[config.mk]
export PLATFORM = sky130hd
export DESIGN_NAME = quoted_argument_tokenizer
export DESIGN_NICKNAME = d
export VERILOG_FILES = /design/src/hw/rtl/qat_pkg.sv /design/src/hw/rtl/quoted_argument_tokenizer.sv /design/src/hw/rtl/qat_front.sv /design/src/hw/rtl/qat_back.sv
export SDC_FILE = /design/constraint.sdc
export NUM_CORES = 1
export LEC_CHECK = 0
export BUFFER_PORTS_ARGS = -buffer_cell sky130_fd_sc_hd__buf_2
export CAP_MARGIN = 10
export CORE_UTILIZATION = 35
export CTS_BUF_LIST = sky130_fd_sc_hd__clkbuf_16
export CTS_CLUSTER_SIZE = 14
export DETAILED_ROUTE_END_ITERATION = 8
export PLACE_DENSITY = 0.54
export SETUP_SLACK_MARGIN = 0.05
export SLEW_MARGIN = 30
export SYNTH_ARGS = -nofsm -noshare
export SYNTH_HDL_FRONTEND = slang
export SYNTH_SLANG_ARGS = --single-unit
[constraint.sdc]
create_clock -name clock -period 3.95 [get_ports clock]
set_clock_uncertainty 0.15 [all_clocks]
set_input_delay 0.1975 -clock clock [delete_from_list [all_inputs] [get_ports clock]]
set_output_delay 0.1975 -clock clock [all_outputs]
set_load 0.05 [all_outputs]
[src/hw/rtl/qat_pkg.sv]
// Shared types, codes and defaults for the quoted argument tokenizer.
package qat_pkg;

   localparam int MAX_LINE_BYTES_DEF = 256;
   localparam int MAX_ARGS_DEF       = 8;
   localparam int QUEUE_DEPTH        = 4;

   localparam logic [7:0] CH_SPACE = 8'h20;
   localparam logic [7:0] CH_TAB   = 8'h09;
   localparam logic [7:0] CH_BSL   = 8'h5C;
   localparam logic [7:0] CH_DQ    = 8'h22;
   localparam logic [7:0] CH_SQ    = 8'h27;

   typedef enum logic [1:0] {
      KIND_BYTE = 2'd0,
      KIND_END  = 2'd1,
      KIND_DONE = 2'd2
   } kind_type;

   typedef enum logic [2:0] {
      ST_OK         = 3'd0,
      ST_TOO_MANY   = 3'd1,
      ST_BAD_ESCAPE = 3'd2,
      ST_TOO_LONG   = 3'd3,
      ST_UNTERM     = 3'd4
   } status_type;

   typedef enum logic [1:0] {
      QM_NONE   = 2'd0,
      QM_DOUBLE = 2'd1,
      QM_SINGLE = 2'd2
   } qmode_type;

   typedef struct packed {
      logic [7:0] ch;
      logic       line_end;
   } req_type;

   typedef struct packed {
      logic [1:0] kind;
      logic [7:0] out_byte;
      logic [2:0] token_index;
      logic [2:0] status;
      logic [3:0] token_count;
   } rsp_type;

   // classified character as it sits in the queue
   typedef struct packed {
      logic [7:0] ch;
      logic       line_end;
      logic       is_ws;
      logic       is_bsl;
      logic       is_dq;
      logic       is_sq;
   } cls_type;

endpackage

[src/hw/rtl/quoted_argument_tokenizer.sv]
// Top level of the quoted argument tokenizer: front queue and back end.
//
//   channel  dir  handshake            beat
//   req_     in   req_valid/req_stall  qat_pkg::req_type (ch, line_end)
//   rsp_     out  rsp_valid/rsp_stall  qat_pkg::rsp_type (kind .. token_count)
//
// One request beat per cycle while req_stall is low; a beat reaches the back end
// through a four-entry queue; its response is registered in the cycle after the pop.
// Reset is synchronous and clears the queue, the line state and the response valid.
// req_stall rises only when the queue is full; rsp_stall holds the response register
// and, once a response is waiting, stops the back end taking further beats.
module quoted_argument_tokenizer #(
   parameter int MAX_LINE_BYTES = qat_pkg::MAX_LINE_BYTES_DEF,
   parameter int MAX_ARGS       = qat_pkg::MAX_ARGS_DEF
) (
   input  logic              clock,
   input  logic              reset,
   input  logic              req_valid,
   output logic              req_stall,
   input  qat_pkg::req_type  req_data,
   output logic              rsp_valid,
   input  logic              rsp_stall,
   output qat_pkg::rsp_type  rsp_data
);

   logic             q_valid;
   logic             q_pop;
   qat_pkg::cls_type q_item;

   qat_front u_front (
      .clock     (clock),
      .reset     (reset),
      .req_valid (req_valid),
      .req_stall (req_stall),
      .req_data  (req_data),
      .q_valid   (q_valid),
      .q_item    (q_item),
      .q_pop     (q_pop)
   );

   qat_back #(
      .MAX_LINE_BYTES (MAX_LINE_BYTES),
      .MAX_ARGS       (MAX_ARGS)
   ) u_back (
      .clock     (clock),
      .reset     (reset),
      .q_valid   (q_valid),
      .q_item    (q_item),
      .q_pop     (q_pop),
      .rsp_valid (rsp_valid),
      .rsp_stall (rsp_stall),
      .rsp_data  (rsp_data)
   );

endmodule

[src/hw/rtl/qat_front.sv]
// Front end: accepts request beats, classifies the character and queues it.
module qat_front (
   input  logic              clock,
   input  logic              reset,
   input  logic              req_valid,
   output logic              req_stall,
   input  qat_pkg::req_type  req_data,
   output logic              q_valid,
   output qat_pkg::cls_type  q_item,
   input  logic              q_pop
);

   localparam int PW = $clog2(qat_pkg::QUEUE_DEPTH);
   localparam int CW = $clog2(qat_pkg::QUEUE_DEPTH + 1);

   qat_pkg::cls_type entry_ff [qat_pkg::QUEUE_DEPTH];
   logic [PW-1:0]    wr_ptr_ff, wr_ptr_in;
   logic [PW-1:0]    rd_ptr_ff, rd_ptr_in;
   logic [CW-1:0]    count_ff, count_in;
   qat_pkg::cls_type cls_in;
   logic             push;
   logic             pop;

   always_comb begin
      cls_in.ch       = req_data.ch;
      cls_in.line_end = req_data.line_end;
      cls_in.is_ws    = (req_data.ch == qat_pkg::CH_SPACE) || (req_data.ch == qat_pkg::CH_TAB);
      cls_in.is_bsl   = (req_data.ch == qat_pkg::CH_BSL);
      cls_in.is_dq    = (req_data.ch == qat_pkg::CH_DQ);
      cls_in.is_sq    = (req_data.ch == qat_pkg::CH_SQ);
   end

   assign req_stall = (count_ff == CW'(qat_pkg::QUEUE_DEPTH));
   assign push      = req_valid && !req_stall;
   assign q_valid   = (count_ff != '0);
   assign pop       = q_pop && q_valid;
   assign q_item    = entry_ff[rd_ptr_ff];

   always_comb begin
      wr_ptr_in = wr_ptr_ff;
      rd_ptr_in = rd_ptr_ff;
      count_in  = count_ff;
      if (push) begin
         wr_ptr_in = (wr_ptr_ff == PW'(qat_pkg::QUEUE_DEPTH - 1)) ? '0 : wr_ptr_ff + 1'b1;
      end
      if (pop) begin
         rd_ptr_in = (rd_ptr_ff == PW'(qat_pkg::QUEUE_DEPTH - 1)) ? '0 : rd_ptr_ff + 1'b1;
      end
      if (push && !pop) begin
         count_in = count_ff + 1'b1;
      end else if (pop && !push) begin
         count_in = count_ff - 1'b1;
      end
   end

   always_ff @(posedge clock) begin
      if (reset) begin
         wr_ptr_ff <= '0;
         rd_ptr_ff <= '0;
         count_ff  <= '0;
      end else begin
         wr_ptr_ff <= wr_ptr_in;
         rd_ptr_ff <= rd_ptr_in;
         count_ff  <= count_in;
      end
   end

   always_ff @(posedge clock) begin
      if (push) begin
         entry_ff[wr_ptr_ff] <= cls_in;
      end
   end

endmodule

[src/hw/rtl/qat_back.sv]
// Back end: tokenizer state update and registered response beat.
module qat_back #(
   parameter int MAX_LINE_BYTES = qat_pkg::MAX_LINE_BYTES_DEF,
   parameter int MAX_ARGS       = qat_pkg::MAX_ARGS_DEF
) (
   input  logic              clock,
   input  logic              reset,
   input  logic              q_valid,
   input  qat_pkg::cls_type  q_item,
   output logic              q_pop,
   output logic              rsp_valid,
   input  logic              rsp_stall,
   output qat_pkg::rsp_type  rsp_data
);

   localparam int AW = $clog2(MAX_ARGS + 1);
   localparam int BW = $clog2(MAX_LINE_BYTES + 2);

   logic                in_token_ff, in_token_in;
   qat_pkg::qmode_type  quote_ff, quote_in;
   logic                esc_ff, esc_in;
   logic [AW-1:0]       argc_ff, argc_in;
   logic [BW-1:0]       bytes_ff, bytes_in;
   logic                err_ff, err_in;
   logic                rsp_valid_ff;
   qat_pkg::rsp_type    rsp_ff, rsp_in;
   logic                load;
   logic                pop;
   logic [4:0]          argc_ext;
   logic                to_byte;
   qat_pkg::qmode_type  qcode;

   assign pop       = q_valid && (!rsp_valid_ff || !rsp_stall);
   assign q_pop     = pop;
   assign rsp_valid = rsp_valid_ff;
   assign rsp_data  = rsp_ff;

   always_comb begin
      in_token_in = in_token_ff;
      quote_in    = quote_ff;
      esc_in      = esc_ff;
      argc_in     = argc_ff;
      bytes_in    = bytes_ff;
      err_in      = err_ff;
      load        = 1'b0;
      to_byte     = 1'b0;
      rsp_in      = '0;
      argc_ext    = 5'(argc_ff);
      qcode       = q_item.is_dq ? qat_pkg::QM_DOUBLE : qat_pkg::QM_SINGLE;

      if (q_item.line_end) begin
         if (!err_ff) begin
            load               = 1'b1;
            rsp_in.kind        = qat_pkg::KIND_DONE;
            rsp_in.token_count = 4'(argc_ext);
            if (esc_ff) begin
               rsp_in.status = qat_pkg::ST_BAD_ESCAPE;
            end else if (quote_ff != qat_pkg::QM_NONE) begin
               rsp_in.status = qat_pkg::ST_UNTERM;
            end else begin
               rsp_in.status = qat_pkg::ST_OK;
            end
         end
         in_token_in = 1'b0;
         quote_in    = qat_pkg::QM_NONE;
         esc_in      = 1'b0;
         argc_in     = '0;
         bytes_in    = '0;
         err_in      = 1'b0;
      end else if (!err_ff && !(!in_token_ff && q_item.is_ws)) begin
         if (!in_token_ff && (argc_ff >= AW'(MAX_ARGS))) begin
            err_in             = 1'b1;
            load               = 1'b1;
            rsp_in.kind        = qat_pkg::KIND_DONE;
            rsp_in.status      = qat_pkg::ST_TOO_MANY;
            rsp_in.token_count = 4'(argc_ext);
         end else begin
            if (!in_token_ff) begin
               argc_in     = argc_ff + 1'b1;
               in_token_in = 1'b1;
               quote_in    = qat_pkg::QM_NONE;
               esc_in      = 1'b0;
            end
            argc_ext = 5'(argc_in);
            if (in_token_ff && esc_ff) begin
               esc_in = 1'b0;
               if (q_item.is_bsl || q_item.is_dq || q_item.is_sq || q_item.is_ws) begin
                  to_byte = 1'b1;
               end else begin
                  err_in             = 1'b1;
                  load               = 1'b1;
                  rsp_in.kind        = qat_pkg::KIND_DONE;
                  rsp_in.status      = qat_pkg::ST_BAD_ESCAPE;
                  rsp_in.token_count = 4'(argc_ext);
               end
            end else if (q_item.is_bsl) begin
               esc_in = 1'b1;
            end else if ((quote_in == qat_pkg::QM_NONE) && q_item.is_ws) begin
               in_token_in = 1'b0;
               if (bytes_ff <= BW'(MAX_LINE_BYTES)) begin
                  bytes_in = bytes_ff + 1'b1;
               end
               load               = 1'b1;
               rsp_in.kind        = qat_pkg::KIND_END;
               rsp_in.token_index = 3'(argc_ext - 5'd1);
               rsp_in.token_count = 4'(argc_ext);
            end else if (q_item.is_dq || q_item.is_sq) begin
               if (quote_in == qat_pkg::QM_NONE) begin
                  quote_in = qcode;
               end else if (quote_in == qcode) begin
                  quote_in = qat_pkg::QM_NONE;
               end else begin
                  to_byte = 1'b1;
               end
            end else begin
               to_byte = 1'b1;
            end

            if (to_byte) begin
               load               = 1'b1;
               rsp_in.token_count = 4'(argc_ext);
               if (bytes_ff >= BW'(MAX_LINE_BYTES)) begin
                  err_in        = 1'b1;
                  rsp_in.kind   = qat_pkg::KIND_DONE;
                  rsp_in.status = qat_pkg::ST_TOO_LONG;
               end else begin
                  bytes_in           = bytes_ff + 1'b1;
                  rsp_in.kind        = qat_pkg::KIND_BYTE;
                  rsp_in.out_byte    = q_item.ch;
                  rsp_in.token_index = 3'(argc_ext - 5'd1);
               end
            end
         end
      end
   end

   always_ff @(posedge clock) begin
      if (reset) begin
         in_token_ff  <= 1'b0;
         quote_ff     <= qat_pkg::QM_NONE;
         esc_ff       <= 1'b0;
         argc_ff      <= '0;
         bytes_ff     <= '0;
         err_ff       <= 1'b0;
         rsp_valid_ff <= 1'b0;
      end else begin
         if (pop) begin
            in_token_ff <= in_token_in;
            quote_ff    <= quote_in;
            esc_ff      <= esc_in;
            argc_ff     <= argc_in;
            bytes_ff    <= bytes_in;
            err_ff      <= err_in;
         end
         if (pop && load) begin
            rsp_valid_ff <= 1'b1;
         end else if (!rsp_stall) begin
            rsp_valid_ff <= 1'b0;
         end
      end
   end

   always_ff @(posedge clock) begin
      if (pop && load) begin
         rsp_ff <= rsp_in;
      end
   end

   a_line_end_clears: assert property (@(posedge clock) disable iff (reset)
      (pop && q_item.line_end) |=> (argc_ff == '0) && !in_token_ff && !err_ff && !esc_ff)
      else $error("state not cleared after line end");

   a_argc_bound: assert property (@(posedge clock) disable iff (reset)
      argc_ff <= AW'(MAX_ARGS))
      else $error("argument count above limit");

   a_bytes_bound: assert property (@(posedge clock) disable iff (reset)
      bytes_ff <= BW'(MAX_LINE_BYTES + 1))
      else $error("byte count above saturation");

   a_silent_after_error: assert property (@(posedge clock) disable iff (reset)
      (pop && err_ff && !q_item.line_end) |-> !load)
      else $error("result after latched error");

   a_escape_in_token: assert property (@(posedge clock) disable iff (reset)
      esc_ff |-> in_token_ff)
      else $error("escape pending outside an argument");

endmodule

**Word-level counts from Yosys, hierarchy flattened**

Memories as Yosys holds them, arrays and structs flattened. A register that Yosys moved wholly into a read port is not among the register bits.
Index checks and enable logic that the tools add are counted.

- Flip-flop bits (word level): 46
- Bits in writable memories: 52
- Input port bits: 13
- Output and inout bits: 22
- Memories kept: 1

Memories:

| name | words | bits a word | read ports | clocked after Yosys merged registers in | wr ports | RTL line | RTL |
|---|---|---|---|---|---|---|---|
| u_front.entry_ff | 4 | 13 | 1 | 1 | 1 | qat_front.sv:16 | `qat_pkg::cls_type entry_ff [qat_pkg::QUEUE_DEPTH];` |

- $add $sub $neg: 7
- Magnitude comparators: 3
- Eq/ne operators: 12
- Mux-type cells: 107
- Bitwise operators: 2
- Reductions and logical operators: 35

Operators with widths:

| operator | number |
|---|---|
| two-way mux 9 bit | 9 |
| two-way mux 2 bit | 25 |
| two-way mux 1 bit | 43 |
| two-way mux 7 bit | 6 |
| two-way mux 20 bit | 2 |
| two-way mux 4 bit | 10 |
| two-way mux 3 bit | 9 |
| == test 8 x 6 -> 1 bit (second input constant) | 3 |
| two-way mux 11 bit | 2 |
| logical AND 1 bit | 11 |
| adder 9 x 1 -> 9 bit (second input constant) | 1 |
| >= comparator 9 bit (second input constant) | 1 |
| less-or-equal comparator 9 bit (second input constant) | 1 |
| == test 8 x 4 -> 1 bit (second input constant) | 1 |
| == test 8 x 7 -> 1 bit (second input constant) | 1 |
| logical NOT 1 bit | 8 |
| logical OR 1 bit | 6 |
| two-way mux 6 bit | 1 |
| nonzero test 2 bit | 3 |
| subtractor 3 x 1 -> 3 bit (second input constant) | 2 |
| OR reduction 5 bit | 1 |
| adder 2 x 1 -> 2 bit (second input constant) | 2 |
| adder 4 x 1 -> 4 bit (second input constant) | 1 |
| == test 2 bit (second input constant) | 2 |
| 14 further kinds | 15 |

**Logic depth before layout (Yosys ltp)**

- Depth in word-level cells: 22
- Depth in mapped cells: 10
- Depth with buffers taken out: 9

**Modules after synthesis**

Synthesis repeated with hierarchy kept, for this count alone.

- Cells, all modules: 373
- Area, all modules: 4723.3 µm²

Modules (own cells, without submodules):

| module | times used | cells an instance | area an instance (µm²) |
|---|---|---|---|
| qat_front | 1 | 129 | 2447.3 |
| qat_back | 1 | 244 | 2275.9 |

**Worst setup path before layout**

Ideal clock, no wire load.

- Path kind: flip-flop to flip-flop
- Start point: register u_front.count_ff[0]
- End point: register u_front.count_ff[2]
- Setup time: 70 ps
- Arrival time: 2791 ps
- Data required time: 3730 ps
- Path slack: 939 ps
- Cell stages (with the launch flop): 10
- Buffers on the path: 1
- Cells stage by stage: dfxtp_1 > nor3b_1 > nor2b_1 > clkbuf_1 > ha_1 > inv_1 > fa_1 > xor2_1 > or3_1 > a21oi_1

- Cells in the longest elaborated chain, start to end: 6
- Elaborated cells on any way between the ends: 15

Ends and longest elaborated chain:

| what | RTL line | RTL |
|---|---|---|
| start, declared | qat_front.sv:19 | `logic [CW-1:0] count_ff, count_in;` |
| start signal, assigned | qat_front.sv:64 | `count_ff <= count_in;` |
| == test 3 bit * | qat_front.sv:33 | `assign req_stall = (count_ff == CW'(qat_pkg::QUEUE_DEPTH));` |
| named net req_stall | quoted_argument_tokenizer.sv:19 | `output logic req_stall,` |
| logical NOT 1 bit * | qat_front.sv:34 | `assign push = req_valid && !req_stall;` |
| logical AND 1 bit * | qat_front.sv:34 |  |
| named net u_front.push | qat_front.sv:21 | `logic push;` |
| logical NOT 1 bit | qat_front.sv:51 | `end else if (pop && !push) begin` |
| logical AND 1 bit | qat_front.sv:51 |  |
| nonzero test 2 bit (no line) | -- |  |

The timed path passes the listed nets; every way through them passes the cells marked *. The select of a mux whose other input is x is not followed.
A chain may end at the register's enable or synchronous reset.

==> reports/metrics.sh <==
N_FILL_CELL=1269
MULTI_INPUT_COMB_AREA_SQ_UM=1930
ENDPOINT_KIND='register'
REG2REG_TO='u_back.quote_ff[0]$_SDFFE_PP0P_'
CTS_MAX_PATH_BUFFERS=2
PART_OF_THE_POWER_IN_THE_CLOCK_NETWORK=0.223
SYN_NETS=401
MAX_FREQ_MHz=322
START_UTIL=0.359
TIMING.CRITICAL_PATH.REQUIRED_NS=4.08
SWSHARE=0.423
SYNTHARSTFLOPSHARE=0
TIMING.CRITICAL_PATH.ARRIVAL_NS=3.24
WORST_HOLD_PATH.NUM_CELLS=2
TOTAL_DIE_AREA_SQ_UM=14000
CTS_MADE_BUFFERS=9
HOLD_END='u_back.argc_ff[2]$_SDFFE_PP0P_'
SHARE_OF_THE_CLOCK_PERIOD_USED_BY_THE_WORST_PATH_AFTER_LAYOUT=0.786
POST_SYNTHESIS_SEQUENTIAL_ELEMENT_COUNT=100
FP.COREAREA_SQ_UM=13200
POWER.LEAKAGE_uW=0.00193
SHARE_SEQ_OF_TOTAL_POWER=0.365
FINALSETUPVIOLCOUNT=0
DETAIL_ROUTE.VIAS_PER_CELL=5.33
HOLD-WORST-SLACK_NS=0.128
PIN_COUNT=35
FP.DIEW_UM=119
DRTANTENNAVIOLNETS=0
GRT_START_MAX_NET_PINS=23
FINAL-MAX-SLEW-VIOLATION-COUNT=0
GRT_PASS1_VIAS=3226
PLACEMENTROWS=42
GRT.TOTAL_USAGE=0.157
CTSRESIZECOUNT=0
CTS_MAX_LEVEL=3
CLK_PIN_SLEW_WORST_PATHS_NS=0.07
NETLIST-CELL-TYPE-COUNT=74
CTS_TREE='yes'
POWER.SWITCHING_uW=1770
SYN_AREA_SQ_UM=4750
IO_BUFFERS=34
NUMBER_OF_ANTENNA_VIOLATIONS_AT_THE_FIRST_CHECK_IN_GLOBAL_ROUTING=0
WIRE_LENGTH_AFTER_DETAILED_ROUTING_UM=10300
FINAL_NET_COUNT=443
DIE_H_UM=119
LAYOUT_MIN_CYCLE_TIME_NS=3.11
VIA_COUNT=3195
PWR-SHARE-COMB=0.412
FINAL_LAYOUT_SIZE_SUFFIX_GT1_FRAC=0.191
HPWL_UM=7210
STDCELL_COUNT=600
CTS_SINK_COUNT=100
FINAL_HOLD_VIOL_COUNT=0
HOLD_PATH_STARTPOINT='reset'
YOSYSSEQAREASHARE=0.573
YS.FLOP_TYPE='edfxtp_1'
GP_CONGESTION=0.829
MAX-CAP-VIOLATIONS=0
WORST_SKEW_PAIR.LATE_LATENCY_NS=0.35
CRIT_PATH_MAX_FANOUT=11
TIMING_WORST_SETUP_PATH_TYPE='reg2reg'
PWR_DENSITY_CELL_nW_PER_UM2=758
LAYOUT.CELLS.MOST_COMMON='edfxtp_1'
DRT_FIRST_PASS_ITERS=4
DRCVIOLATIONCOUNT=0
HOLDCRITPATHCLASS='in2reg'
ROOT_BUFFER='clkbuf_16'
RR_WORST_DEPTH=7
CELL_INTERNAL_PWR_uW=2410
DETAIL_ROUTE.ITER0.VIOLATIONS=150
MOST-COMMON-LAYOUT-CELLS='edfxtp_1 (72), buf_2 (34), nor2_1 (30), dfxtp_1 (28), nand2_1 (26)'
RSZ0062_AT_GRT='no'
FINAL-SEQ-AREA_SQ_UM=2720
ANTENNADIODECOUNT=0
SYNTH-WARNING-COUNT=0
TIMING_WORST_SLEW_PIN_VALUE_NS=0.899
SYNTH_EDF_COUNT=72
CRITPATHLAUNCHTYPE='register'
GRT_FIRST_PASS_WIRELENGTH_UM=16900
STATUS='completed'
POWER.TOTAL_uW=4180
GRT-OVFL-TOTAL=0
AREA_GROWTH_SYN_TO_LAYOUT_PCT=16.1
IR_WORST_VDD_uV=303
PLACE_INST=575
RELSLEWSLACK=0.396
REG2REG_SETUP_SLACK_NS=0.84
DETAIL_ROUTE.WL_PER_CELL_UM=17.2
TNS_NS=0
SYNTH_AREA_PER_CELL_SQ_UM=12.6
SYN_INST=377
==> power groups by stage <==
| stage | registers, uW | logic [uW] | clock network [uW] |
|---|---|---|---|
| 2_1_floorplan | 1870 | 970 | 0 |
| 3_3_place_gp | 1550 | 1690 | 0 |
| 3_5_place_dp | 1550 | 1720 | 0 |
| 4_1_cts | 1530 | 1730 | 954 |
| 5_1_grt | 1560 | 1880 | 987 |
| 6_report | 1530 | 1720 | 933 |
==> kinds of logic after synthesis <==
group / Yosys count / synth area share
buffers and inverters: 28 / 0.0247
adders and majority gates: 11 / 0.0305
DFF: 100 / 0.573
xor gates and xnor gates: 6 / 0.0111
AOI/OAI and AO/OA: 80 / 0.126
and+or+nand+nor: 130 / 0.154
muxes: 22 / 0.0814
==> cells in the mapped netlist, types with 4 or more instances <==
master	instances	area (sq um)
ha_1	10	125
nor2_1	30	113
mux4_2	13	293
buf_2	4	20.0
nor3_1	10	50.1
dfxtp_1	28	561
and3_1	13	81.3
a21oi_1	18	90.1
nand3_1	8	40.0
nand4_1	4	25.0
and2_1	6	37.5
edfxtp_1	72	2160
mux2i_1	6	60.1
nor2b_1	5	31.3
nand2b_1	9	56.3
nand2_1	26	97.6
o21ai_0	11	55.1
clkbuf_1	10	37.5
o21ai_1	4	20.0
inv_1	12	45.0
a31oi_1	5	31.3
==> area by class of cell <==
type,instances,area share
Sequential cell,100,0.494
Clock inverter,7,0.0163
Clock buffer,9,0.0408
Multi-Input combinational cell,249,0.349
Timing Repair Buffer,46,0.0513
Inverter,13,0.00885
Tap cell,176,0.0399
==> routing by layer <==
| metal | GRT usage | up-vias | wire [um] |
|---|---|---|---|
| met1 | 0.198 | 1585 | 4550 |
| met2 | 0.268 | 64 | 5200 |
| met5 | 0 | - | 0 |
| li1 | - | 1533 | - |
| met4 | 0.0720 | 0 | 178 |
| met3 | 0.0222 | 13 | 373 |
==> sequential cells by signal, summed over array words and instances, names as in the netlist, 2 cells and up, named ones only <==
signal and flops:
u_back.argc_ff 4, u_back.bytes_ff 9, u_back.quote_ff 2, u_back.rsp_data 20, u_front.count_ff 3, u_front.entry_ff 52
u_front.rd_ptr_ff 2, u_front.wr_ptr_ff 2
==> worst max-delay path, stage by stage (launching register included) <==
cell     delay, ns
dfxtp_1       0.51
buf_4         0.31
mux4_2        0.64
nor2_1        0.25
and2_1        0.36
nand2_1       0.21
or4_1         0.45
a21oi_1       0.13
==> timing repair <==
| item | in CTS | in global routing |
|---|---|---|
| hold buffers | 9 | 0 |
| buffers inserted | 0 | 0 |
| endpoints found under the hold margin | 36 | 0 |
==> how the worst max path moves through the flow <==
stage / slack [ns] / cells past startpoint / endpoint / start
detailed placement: 0.84 / 7 / u_back.quote_ff[0]$_SDFFE_PP0P_ / register
finish: 0.84 / 7 / u_back.quote_ff[0]$_SDFFE_PP0P_ / register
floorplan: 0.94 / 9 / u_front.count_ff[2]$_SDFFE_PP0P_ / u_front.count_ff[0]$_SDFFE_PP0P_
CTS: 0.81 / 7 / u_back.quote_ff[0]$_SDFFE_PP0P_ / register
global placement: 0.90 / 4 / u_back.rsp_data[7]$_SDFFCE_PP0P_ / register
global route: 0.60 / 7 / u_back.quote_ff[0]$_SDFFE_PP0P_ / register
==> through the flow <==
step | utilization | area, sq um | worst slack [ns]
floorplan | - | 4750 | 0.939
global placement | 0.385 | 5100 | 0.897
detailed placement | 0.386 | 5110 | 0.836
CTS | 0.417 | 5520 | 0.807
global route | 0.417 | 5520 | 0.602
finish | 0.417 | 5520 | 0.844
(Power assumes the default switching activity.)
